**src/rtl/core/rrts_pkg.sv**
```systemverilog
package rrts_pkg;

  // default table size
  localparam int TASK_SLOTS_DEF = 8;

  // stream widths
  localparam int IN_W  = 24;
  localparam int OUT_W = 8;

  // commands
  localparam logic [2:0] CMD_TICK  = 3'd0;
  localparam logic [2:0] CMD_REG   = 3'd1;
  localparam logic [2:0] CMD_START = 3'd2;
  localparam logic [2:0] CMD_YIELD = 3'd3;
  localparam logic [2:0] CMD_DELAY = 3'd4;

  // slot status codes
  localparam logic [1:0] ST_EMPTY   = 2'd0;
  localparam logic [1:0] ST_READY   = 2'd1;
  localparam logic [1:0] ST_RUNNING = 2'd2;
  localparam logic [1:0] ST_DELAYED = 2'd3;

  // per-slot operations
  localparam logic [2:0] OP_NONE  = 3'd0;
  localparam logic [2:0] OP_REG   = 3'd1;
  localparam logic [2:0] OP_RUN   = 3'd2;
  localparam logic [2:0] OP_READY = 3'd3;
  localparam logic [2:0] OP_DELAY = 3'd4;

  // control broadcast to every slot cell
  typedef struct packed {
    logic       tick;
    logic [2:0] op;
    logic       tok_load;
    logic       tok_shift;
  } cell_cmd_t;

endpackage

```
**src/rtl/core/round_robin_task_scheduler.sv**
```systemverilog
// tick, register, start and unknown commands give their result in the cycle after
// the input transfer; yield and delay first enter the scan state, where the search
// token steps slot by slot along the cell chain, and give their result when it stops
// throughput: one command at a time; a new transfer is taken once the scan is over
// and no result is stalled; reset (synchronous, rst high): slot 0 ready, other slots
// empty, counters zero, current task idle, registered count one; no clearing pass
module round_robin_task_scheduler #(
  parameter int TASK_SLOTS = rrts_pkg::TASK_SLOTS_DEF
) (
  input  logic                       clk,
  input  logic                       rst,
  input  logic                       s_axis_tvalid,
  output logic                       s_axis_tready,
  // command[2:0], task_id[5:3], delay_ticks[21:6], zero[23:22]
  input  logic [rrts_pkg::IN_W-1:0]  s_axis_tdata,
  output logic                       m_axis_tvalid,
  input  logic                       m_axis_tready,
  // running_slot[2:0], idle_fallback[3], accepted[4], assigned_slot[7:5]
  output logic [rrts_pkg::OUT_W-1:0] m_axis_tdata
);
  import rrts_pkg::*;

  localparam int IW = (TASK_SLOTS > 1) ? $clog2(TASK_SLOTS) : 1;
  localparam int CW = $clog2(TASK_SLOTS + 1);
  localparam int TW = ((IW > 3) ? IW : 3) + 1;
  localparam logic [IW-1:0] LAST_SLOT = IW'(TASK_SLOTS - 1);
  localparam logic [IW-1:0] SCAN_LAST = IW'(TASK_SLOTS - 2);

  localparam logic STATE_IDLE = 1'b0;
  localparam logic STATE_SCAN = 1'b1;

  logic [0:0]    state, state_next;
  logic [IW-1:0] current, current_next;
  logic [CW-1:0] reg_count, reg_count_next;
  logic [IW-1:0] scan_idx, scan_idx_next;
  logic [IW-1:0] scan_n, scan_n_next;

  logic [2:0]    cmd_in;
  logic [2:0]    tid_in;
  logic [15:0]   ticks_in;
  logic          take;
  logic          out_load;
  logic [OUT_W-1:0] res;

  cell_cmd_t     ccmd;
  logic [IW-1:0] op_idx;
  logic [IW-1:0] tok_idx;
  logic [IW-1:0] chosen;
  logic          finish;
  logic          fallback;

  logic [TASK_SLOTS-1:0] tok_vec;
  logic [TASK_SLOTS-1:0] found_vec;

  function automatic logic [IW-1:0] next_slot(input logic [IW-1:0] t);
    if (t < LAST_SLOT) begin
      return t + 1'b1;
    end
    return IW'(1);
  endfunction

  assign cmd_in   = s_axis_tdata[2:0];
  assign tid_in   = s_axis_tdata[5:3];
  assign ticks_in = s_axis_tdata[21:6];

  assign s_axis_tready = (state == STATE_IDLE) && (!m_axis_tvalid || m_axis_tready);
  assign take          = s_axis_tvalid && s_axis_tready;

  // command decode and scan control
  always_comb begin
    state_next     = state;
    current_next   = current;
    reg_count_next = reg_count;
    scan_idx_next  = scan_idx;
    scan_n_next    = scan_n;
    ccmd           = '0;
    ccmd.op        = OP_NONE;
    op_idx         = current;
    tok_idx        = next_slot(current);
    out_load       = 1'b0;
    res            = {3'd0, 1'b1, 1'b0, 3'(current)};
    chosen         = '0;
    finish         = 1'b0;
    fallback       = 1'b0;

    if (state == STATE_IDLE) begin
      if (take) begin
        case (cmd_in)
          CMD_TICK: begin
            ccmd.tick = 1'b1;
            out_load  = 1'b1;
          end
          CMD_REG: begin
            out_load = 1'b1;
            if (reg_count < CW'(TASK_SLOTS)) begin
              ccmd.op        = OP_REG;
              op_idx         = IW'(reg_count);
              reg_count_next = reg_count + 1'b1;
              res            = {3'(reg_count), 1'b1, 1'b0, 3'(current)};
            end else begin
              res = {3'd0, 1'b0, 1'b0, 3'(current)};
            end
          end
          CMD_START: begin
            out_load = 1'b1;
            if (TW'(tid_in) < TW'(TASK_SLOTS)) begin
              ccmd.op      = OP_RUN;
              op_idx       = IW'(tid_in);
              current_next = IW'(tid_in);
              res          = {3'd0, 1'b1, 1'b0, tid_in};
            end
          end
          CMD_YIELD, CMD_DELAY: begin
            ccmd.op       = (cmd_in == CMD_YIELD) ? OP_READY : OP_DELAY;
            ccmd.tok_load = 1'b1;
            state_next    = STATE_SCAN;
            scan_idx_next = next_slot(current);
            scan_n_next   = '0;
          end
          default: begin
            out_load = 1'b1;
          end
        endcase
      end
    end else begin
      // one slot per cycle: stop on the current slot, a ready slot or a full pass
      if (scan_idx == current) begin
        finish   = 1'b1;
        fallback = 1'b1;
      end else if (|found_vec) begin
        finish = 1'b1;
        chosen = scan_idx;
      end else if (scan_n == SCAN_LAST) begin
        finish   = 1'b1;
        fallback = 1'b1;
      end else begin
        ccmd.tok_shift = 1'b1;
        scan_idx_next  = next_slot(scan_idx);
        scan_n_next    = scan_n + 1'b1;
      end
      if (finish) begin
        ccmd.op      = OP_RUN;
        op_idx       = chosen;
        current_next = chosen;
        state_next   = STATE_IDLE;
        out_load     = 1'b1;
        res          = {3'd0, 1'b1, fallback, 3'(chosen)};
      end
    end
  end

  // control registers
  always_ff @(posedge clk) begin
    if (rst) begin
      state     <= STATE_IDLE;
      current   <= '0;
      reg_count <= CW'(1);
      scan_idx  <= '0;
      scan_n    <= '0;
    end else begin
      state     <= state_next;
      current   <= current_next;
      reg_count <= reg_count_next;
      scan_idx  <= scan_idx_next;
      scan_n    <= scan_n_next;
    end
  end

  // output register
  always_ff @(posedge clk) begin
    if (rst) begin
      m_axis_tvalid <= 1'b0;
    end else if (out_load) begin
      m_axis_tvalid <= 1'b1;
    end else if (m_axis_tready) begin
      m_axis_tvalid <= 1'b0;
    end
  end

  always_ff @(posedge clk) begin
    if (out_load) begin
      m_axis_tdata <= res;
    end
  end

  // row of slot cells; the token ring runs over slots 1 .. TASK_SLOTS-1
  for (genvar i = 0; i < TASK_SLOTS; i++) begin : g_cell
    logic tok_prev;
    if (i == 0) begin : g_idle
      assign tok_prev = 1'b0;
    end else if (i == 1) begin : g_wrap
      assign tok_prev = tok_vec[TASK_SLOTS-1];
    end else begin : g_link
      assign tok_prev = tok_vec[i-1];
    end

    rrts_cell u_cell (
      .clk        (clk),
      .rst        (rst),
      .cmd        (ccmd),
      .sel        (op_idx == IW'(i)),
      .tok_sel    ((i != 0) && (tok_idx == IW'(i))),
      .rst_status ((i == 0) ? ST_READY : ST_EMPTY),
      .ticks      (ticks_in),
      .lid_in     (tid_in),
      .tok_in     (tok_prev),
      .tok        (tok_vec[i]),
      .found      (found_vec[i])
    );
  end

endmodule

```
**src/rtl/core/rrts_cell.sv**
```systemverilog
module rrts_cell (
  input  logic                clk,
  input  logic                rst,
  input  rrts_pkg::cell_cmd_t cmd,
  input  logic                sel,
  input  logic                tok_sel,
  input  logic [1:0]          rst_status,
  input  logic [15:0]         ticks,
  input  logic [2:0]          lid_in,
  input  logic                tok_in,
  output logic                tok,
  output logic                found
);
  import rrts_pkg::*;

  logic [1:0]  status, status_next;
  logic [15:0] cnt, cnt_next, cnt_dec;
  logic [2:0]  lid, lid_next;
  logic        tok_next;

  assign cnt_dec = cnt - 16'd1;

  // tick countdown and slot operations
  always_comb begin
    status_next = status;
    cnt_next    = cnt;
    lid_next    = lid;
    if (cmd.tick && status == ST_DELAYED) begin
      cnt_next = cnt_dec;
      if (cnt_dec == 16'd0) begin
        status_next = ST_READY;
      end
    end
    if (sel) begin
      case (cmd.op)
        OP_REG: begin
          status_next = ST_READY;
          cnt_next    = 16'd0;
          lid_next    = lid_in;
        end
        OP_RUN: begin
          status_next = ST_RUNNING;
        end
        OP_READY: begin
          status_next = ST_READY;
        end
        OP_DELAY: begin
          status_next = ST_DELAYED;
          cnt_next    = ticks;
        end
        default: begin
        end
      endcase
    end
  end

  // search token, handed to the next cell on each scan step
  always_comb begin
    if (cmd.tok_load) begin
      tok_next = tok_sel;
    end else if (cmd.tok_shift) begin
      tok_next = tok_in;
    end else begin
      tok_next = tok;
    end
  end

  always_ff @(posedge clk) begin
    if (rst) begin
      status <= rst_status;
      cnt    <= 16'd0;
      lid    <= 3'd0;
      tok    <= 1'b0;
    end else begin
      status <= status_next;
      cnt    <= cnt_next;
      lid    <= lid_next;
      tok    <= tok_next;
    end
  end

  assign found = tok && (status == ST_READY);

endmodule

```
**config.mk**
```make
export PLATFORM = sky130hd
export DESIGN_NAME = round_robin_task_scheduler
export DESIGN_NICKNAME = d
export VERILOG_FILES = /design/src/rtl/core/rrts_pkg.sv /design/src/rtl/core/round_robin_task_scheduler.sv /design/src/rtl/core/rrts_cell.sv
export SDC_FILE = /design/constraint.sdc
export NUM_CORES = 1
export LEC_CHECK = 0
export BUFFER_PORTS_ARGS = -buffer_cell sky130_fd_sc_hd__buf_4
export CAP_MARGIN = 20
export CORE_MARGIN = 2
export CORE_UTILIZATION = 50
export CTS_CLUSTER_SIZE = 12
export DETAILED_ROUTE_END_ITERATION = 8
export GPL_TIMING_DRIVEN = 0
export PLACE_DENSITY_LB_ADDON = 0.25
export SYNTH_ARGS = -nofsm -noshare
export SYNTH_HDL_FRONTEND = slang
export SYNTH_HIERARCHICAL = 1
export SYNTH_SLANG_ARGS = --single-unit
```
**constraint.sdc**
```tcl
create_clock -name clk -period 4.9 [get_ports clk]
set_input_delay 0 -clock clk [delete_from_list [all_inputs] [get_ports clk]]
set_output_delay 0 -clock clk [all_outputs]
set_load 0.005 [all_outputs]
```
==> results.sh, run 1 <==
export IMPL_synth_common_cells="dfxtp_1 (167), nand2_1 (114), nor2_1 (108)"
export IMPL_num_nets_final=1596
export IMPL_synth_seq_cells=175
export IMPL_synthCells=1449
export IMPL_overflow=0
export IMPL_cp_num_buf_inv=3
export IMPL_powerDensity_nw_per_um2=262.0
export IMPL_drv_slew=0
export IMPL_die_x_um=158.3
export IMPL_grt_use_total_pct=27.50
export IMPL_cts_clk_slew_worst_paths_ns=0.07
export IMPL_clkLatencyLatePin_ns=0.44
export IMPL_relSlewSlack_pct=35.35
export IMPL_grt_util_met1_pct=36.24
export IMPL_met2_usage_pct=45.28
export IMPL_multiInputGateArea_um2=7637
export IMPL_grt_max_degree=26
export IMPL_seq_area_um2=3583
export IMPL_cp_top_family="simple AND/OR/NAND/NOR gates"
export IMPL_worst_pin_slew_ns=0.9662
export IMPL_place_congestion=0.9336
export IMPL_clock_path_buffers=2
export IMPL_final_cell_area_um2=13520
export IMPL_design_die_area_um2=25060
export IMPL_synth_top_area_share_pct=28.08
export IMPL_crit_fanout=17
export IMPL_p_leak_uw=0.005245
export IMPL_vias=11410
export IMPL_final_antenna_net_count=0
export IMPL_yosysSeqAreaShare_pct=30.10
export IMPL_drtIter0Drc=903
export IMPL_ir_worst_vdd_mv=0.1529
export IMPL_fillCellCount=2200
export IMPL_place_ws_ns=0.6911
export IMPL_critPathCaptureType="flop"
export IMPL_crit_top_cell="clkbuf_1"
export IMPL_max_cap_violations=0
export IMPL_core_area_um2=23400
export IMPL_period_needed_ns=4.309
export IMPL_finalSetupViolCount=0
export IMPL_portBuffers=35
export IMPL_p_sw_uw=1018
export IMPL_grt_pass1_vias=10410
export IMPL_cts_sinks=175
export IMPL_synth_edf_count=8
export IMPL_hold_violations=0
export IMPL_antenna_found_initial=0
export IMPL_num_io_pins=38
export IMPL_grt_busiest_layer="met2"
export IMPL_ys_warn_count=6
export IMPL_num_antenna_cells=0
export IMPL_drc=0
export IMPL_dp_cells=1825
export IMPL_initial_utilization_pct=50.87
export IMPL_path_class="flop to flop"
export IMPL_cts_tree="built"
export IMPL_rsz0062_at_grt="false"
export IMPL_status="completed"
export IMPL_sw_frac_of_total_pct=28.74
export IMPL_ys_types=88
export IMPL_slowest_stage="nor4_1"
export IMPL_syn2layout_area_growth_pct=13.57
export IMPL_syn_cell_area_um2=11900
export IMPL_drive_above_1_share_pct=10.98
export IMPL_clkPwrFrac_pct=38.2
export IMPL_cts_root_buf="clkbuf_16"
export IMPL_critPathMaxStageDelay_ns=0.62
export IMPL_yosys_area_top_type="dfxtp_1"
export IMPL_whs_ns=0.04052
export IMPL_tns_ns=0
export IMPL_dpl_cell_area_um2=12740
export IMPL_avgSynthCellArea_um2=8.215
export IMPL_power_frac_comb_pct=18.0
export IMPL_post_cts_setup_buffers=0
export IMPL_stdcell_count=1876
export IMPL_die_h_um=158.3
export IMPL_crit_required_ns=5.28
export IMPL_rows=56
export IMPL_place_hpwl_um=23190
export IMPL_cts_max_level=4
export IMPL_post_route_period_util_pct=87.94
export IMPL_viasPerCell=6.084
export IMPL_cp_start_kind="flop"
export IMPL_synth_top_flop_cell="dfxtp_1"
export IMPL_grt_pass1_wl_um=54250
export IMPL_use_met3_pct=4.382
export IMPL_numCtsBuffers=17
export IMPL_routedWlPerCell_um=18.13
export IMPL_setup_ws_ns=0.5909
export IMPL_yosys_top_cells_area="dfxtp_1 (28%), xnor2_1 (4.4%), xor2_1 (3.9%)"
export IMPL_p_int_uw=2524
export IMPL_crit_chain="and3b_1, nor4_1, nand3_1, o21ai_0, nand2_1, buf_16, nor4bb_1, clkbuf_1, nor2b_1, clkbuf_1, a221o_1"
export IMPL_p_seq_share_pct=43.8
export IMPL_crit_arrival_ns=4.69
export IMPL_route_final_wire_length_um=34020
export IMPL_skew_ns=0.01070
export IMPL_min_path_type="primary input to flop"
export IMPL_async_reset_ff_share_pct=0
export IMPL_yosysMostFrequentCell="dfxtp_1"
export IMPL_drtPass1Iterations=7
export IMPL_clock_fmax_ghz=0.2321
flip-flops by register name (all words and copies together) (netlist names):
| register | count |
|---|---|
| scan_idx | 3 |
| reg_count | 4 |
| current | 3 |
| scan_n | 3 |
| g_cell.u_cell/cnt | 128 |
| g_cell.u_cell/status | 16 |
| g_cell.u_cell/tok | 8 |
| state | 1 |
| m_axis_tvalid | 1 |
| m_axis_tdata | 8 |
timing repair:
| item | in CTS | in global routing |
|---|---|---|
| endpoints found under the setup margin | 0 | 0 |
| gates resized for setup | 0 | 0 |
| hold endpoints to repair | 99 | 0 |
| hold buffers | 20 | 0 |
metrics by stage:
stage	utilization, %	total power (uW)
3_5_place_dp	54.43	2191
2_1_floorplan	-	1998
3_3_place_gp	53.95	2171
4_1_cts	57.77	3553
6_report	57.77	3542
5_1_grt	57.77	3694
cells in the final DEF, fill, tap and decap left out, types with 18 or more instances in the layout:
cell type      instances
xnor2_1               60
xor2_1                53
ha_1                  23
a21oi_1               80
a22o_1                39
dfxtp_1              167
a22oi_1               38
o21ai_0               55
dlygate4sd3_1         20
nand3_1               36
o211ai_1              30
nor3_1                58
nor2_1               106
clkbuf_1              61
nor2b_1               21
buf_4                 36
nand4_1               30
nand2_1              114
conb_1                18
inv_1                 47
nor4_1                71
power groups by stage:
stage               Sequential [uW]  Clock, uW  Combinational, uW
floorplan                      1560          0                433
global placement               1580          0                590
detailed placement             1580          0                609
CTS                            1550       1380                627
global route                   1560       1440                694
finish                         1550       1350                636
area by class of cell:
| class | count | share of cell area, % |
|---|---|---|
| multi-input combinational | 1147 | 56.49 |
| clock buffer | 24 | 3.711 |
| buffer | 96 | 4.304 |
| tap | 319 | 2.952 |
| inverter | 47 | 1.305 |
| sequential | 175 | 26.51 |
| timing repair buffer | 61 | 4.146 |
| clock inverter | 7 | 0.5831 |
per-layer routing:
metal | up-vias | routed length, um
li1 | 5604 | -
met5 | - | 0
met4 | 0 | 1018
met1 | 5421 | 15530
met2 | 329 | 15560
met3 | 60 | 1905
cell families after synthesis:
kind of cell    Yosys count  share of synthesized area, %
mux                      13                         1.135
fa+ha+maj                23                         2.418
buf+inv                 143                         6.370
flops                   175                         30.10
compound gates          370                         21.63
xor+xnor                113                         8.314
simple gates            610                         29.97
other cells               2                       0.06309
final timing paths:
path         slack (ns)  cells after the start                  startpoint                       end
max                0.59                     11  g_cell[4].u_cell/status[1]  g_cell[6].u_cell/cnt[14]
min                0.04                      2            s_axis_tdata[15]   g_cell[4].u_cell/cnt[9]
max reg2reg        0.59                     11  g_cell[4].u_cell/status[1]  g_cell[6].u_cell/cnt[14]
min reg2reg        0.54                      2    g_cell[3].u_cell/cnt[15]  g_cell[3].u_cell/cnt[15]
Note: power is estimated with default switching activity, not from simulation.
==> run 2, diff against run 1 <==
- CORE_MARGIN: 2 -> 8
- CORE_UTILIZATION: 50 -> 45
==> results.sh, run 2 (synthesis gave the netlist of run 1 again) <==
export IMPL_status="completed"
export IMPL_grt_pass1_vias=10500
export IMPL_routed_top_layer="met4"
export IMPL_period_needed_ns=4.060
export IMPL_cts_clk_slew_worst_paths_ns=0.07
export IMPL_crit_required_ns=5.28
export IMPL_initial_utilization_pct=45.81
export IMPL_p_int_uw=2537
export IMPL_largest_reg_flops=128
export IMPL_met1Wirelength_um=15990
export IMPL_rows=59
export IMPL_wl_met2_um=16420
export IMPL_finalSetupViolCount=0
export IMPL_post_route_period_util_pct=82.86
export IMPL_ir_worst_vdd_mv=0.1954
export IMPL_sw_frac_of_total_pct=29.32
export IMPL_design_die_area_um2=31910
export IMPL_clock_fmax_ghz=0.2463
export IMPL_drc=0
export IMPL_rsz0062_at_grt="false"
export IMPL_cts_root_buf="clkbuf_16"
export IMPL_p_seq_share_pct=43.2
export IMPL_place_ws_ns=0.8568
export IMPL_max_cap_violations=0
export IMPL_portBuffers=35
export IMPL_setup_ws_ns=0.8399
export IMPL_drv_slew=0
export IMPL_final_common_cell="dfxtp_1"
export IMPL_post_cts_setup_buffers=0
export IMPL_relSlewSlack_pct=30.26
export IMPL_path_class="flop to flop"
export IMPL_drtPass1Iterations=6
export IMPL_grt_pass1_wl_um=56050
export IMPL_skew_ns=0.01501
export IMPL_clock_path_buffers=2
export IMPL_grt_max_degree=31
export IMPL_num_antenna_cells=0
export IMPL_routedWlPerCell_um=18.29
export IMPL_cp_start_kind="flop"
export IMPL_route_final_wire_length_um=34610
export IMPL_p_leak_uw=0.005253
export IMPL_grt_use_total_pct=21.85
export IMPL_route_met3_wl_um=1341
export IMPL_power_frac_comb_pct=17.7
export IMPL_num_io_pins=38
export IMPL_clkLatencyLatePin_ns=0.44
export IMPL_numCtsBuffers=17
export IMPL_antenna_found_initial=0
export IMPL_drive_above_1_share_pct=11.11
export IMPL_tns_ns=0
export IMPL_hold_violations=0
export IMPL_cts_sinks=175
export IMPL_cts_resized=0
export IMPL_cts_max_level=4
export IMPL_vias=11360
export IMPL_cts_tree="built"
export IMPL_viasPerCell=6.006
export IMPL_core_area_um2=25980
export IMPL_clkPwrFrac_pct=39.1
export IMPL_final_antenna_net_count=0
export IMPL_drtIter0Drc=1034
export IMPL_critPathCaptureType="flop"
export IMPL_worst_pin_slew_ns=1.042
export IMPL_die_x_um=178.6
export IMPL_powerDensity_nw_per_um2=264.9
export IMPL_crit_arrival_ns=4.44
export IMPL_place_hpwl_um=23820
export IMPL_overflow=0
export IMPL_crit_fanout=21
export IMPL_min_path_type="primary input to flop"
export IMPL_fin_util_pct=52.16
export IMPL_top_register="g_cell.u_cell/cnt"
export IMPL_num_nets_final=1595
export IMPL_syn2layout_area_growth_pct=13.86
export IMPL_cts_hold_buf=19
export IMPL_reg_largest_list="g_cell.u_cell/cnt: 128 flops, g_cell.u_cell/status: 16 flops"
export IMPL_p_sw_uw=1052
export IMPL_place_congestion=0.9277
export IMPL_die_h_um=178.6
export IMPL_final_cell_mix="dfxtp_1 (167), nand2_1 (114), nor2_1 (106), a21oi_1 (80), nor4_1 (71)"
-- run 2: cell type report --
cell class                      count  area [um2]
Multi-Input combinational cell   1147        7637
Buffer                             96       581.8
Clock inverter                     12       136.4
Clock buffer                       20       456.7
Timing Repair Buffer               60       563.0
Inverter                           47       176.4
Fill cell                        2427       12430
Tap cell                          335       419.2
Sequential cell                   175        3583
-- run 2: metal layers --
| layer | GRT usage [%] | up-vias |
|---|---|---|
| li1 | - | 5593 |
| met1 | 28.43 | 5444 |
| met2 | 36.62 | 265 |
| met3 | 2.942 | 61 |
| met4 | 7.337 | 0 |
| met5 | 0 | - |
-- run 2: power by group through the flow --
| stage | Sequential [uW] | Clock [uW] | Combinational (uW) |
|---|---|---|---|
| floorplan | 1560 | 0 | 433 |
| global placement | 1580 | 0 | 596 |
| detailed placement | 1580 | 0 | 613 |
| CTS | 1550 | 1440 | 629 |
| global route | 1560 | 1490 | 698 |
| finish | 1550 | 1400 | 635 |
-- run 2: path summary, 6_finish.rpt --
kind / start / to / slack [ns] / cells past startpoint
worst min-delay path: s_axis_tdata[8] / g_cell[0].u_cell/cnt[2] / 0.02 / 3
worst min register to register: g_cell[2].u_cell/cnt[15] / g_cell[2].u_cell/cnt[15] / 0.54 / 2
worst max register to register: g_cell[1].u_cell/status[1] / g_cell[5].u_cell/cnt[14] / 0.84 / 11
worst max-delay path: g_cell[1].u_cell/status[1] / g_cell[5].u_cell/cnt[14] / 0.84 / 11
-- run 2: critical path, cell delays in order (launching register included) --
cell	delay [ns]
dfxtp_1	0.43
and3b_1	0.24
nor4_1	0.67
nand3_1	0.25
o21ai_0	0.30
nand2_1	0.46
buf_16	0.33
nor4bb_1	0.25
clkbuf_1	0.31
nor2b_1	0.17
clkbuf_1	0.37
a221o_1	0.22
-- run 2: through the flow --
step,hold WS (ns),total power (uW),instances,instance area (um2)
2_1_floorplan,0.07214,1998,1465,11960
3_3_place_gp,0.3668,2177,1835,12650
3_5_place_dp,0.3610,2195,1841,12770
4_1_cts,0.006657,3618,1892,13550
5_1_grt,0.01942,3748,1892,13550
6_report,0.01762,3590,1892,13550
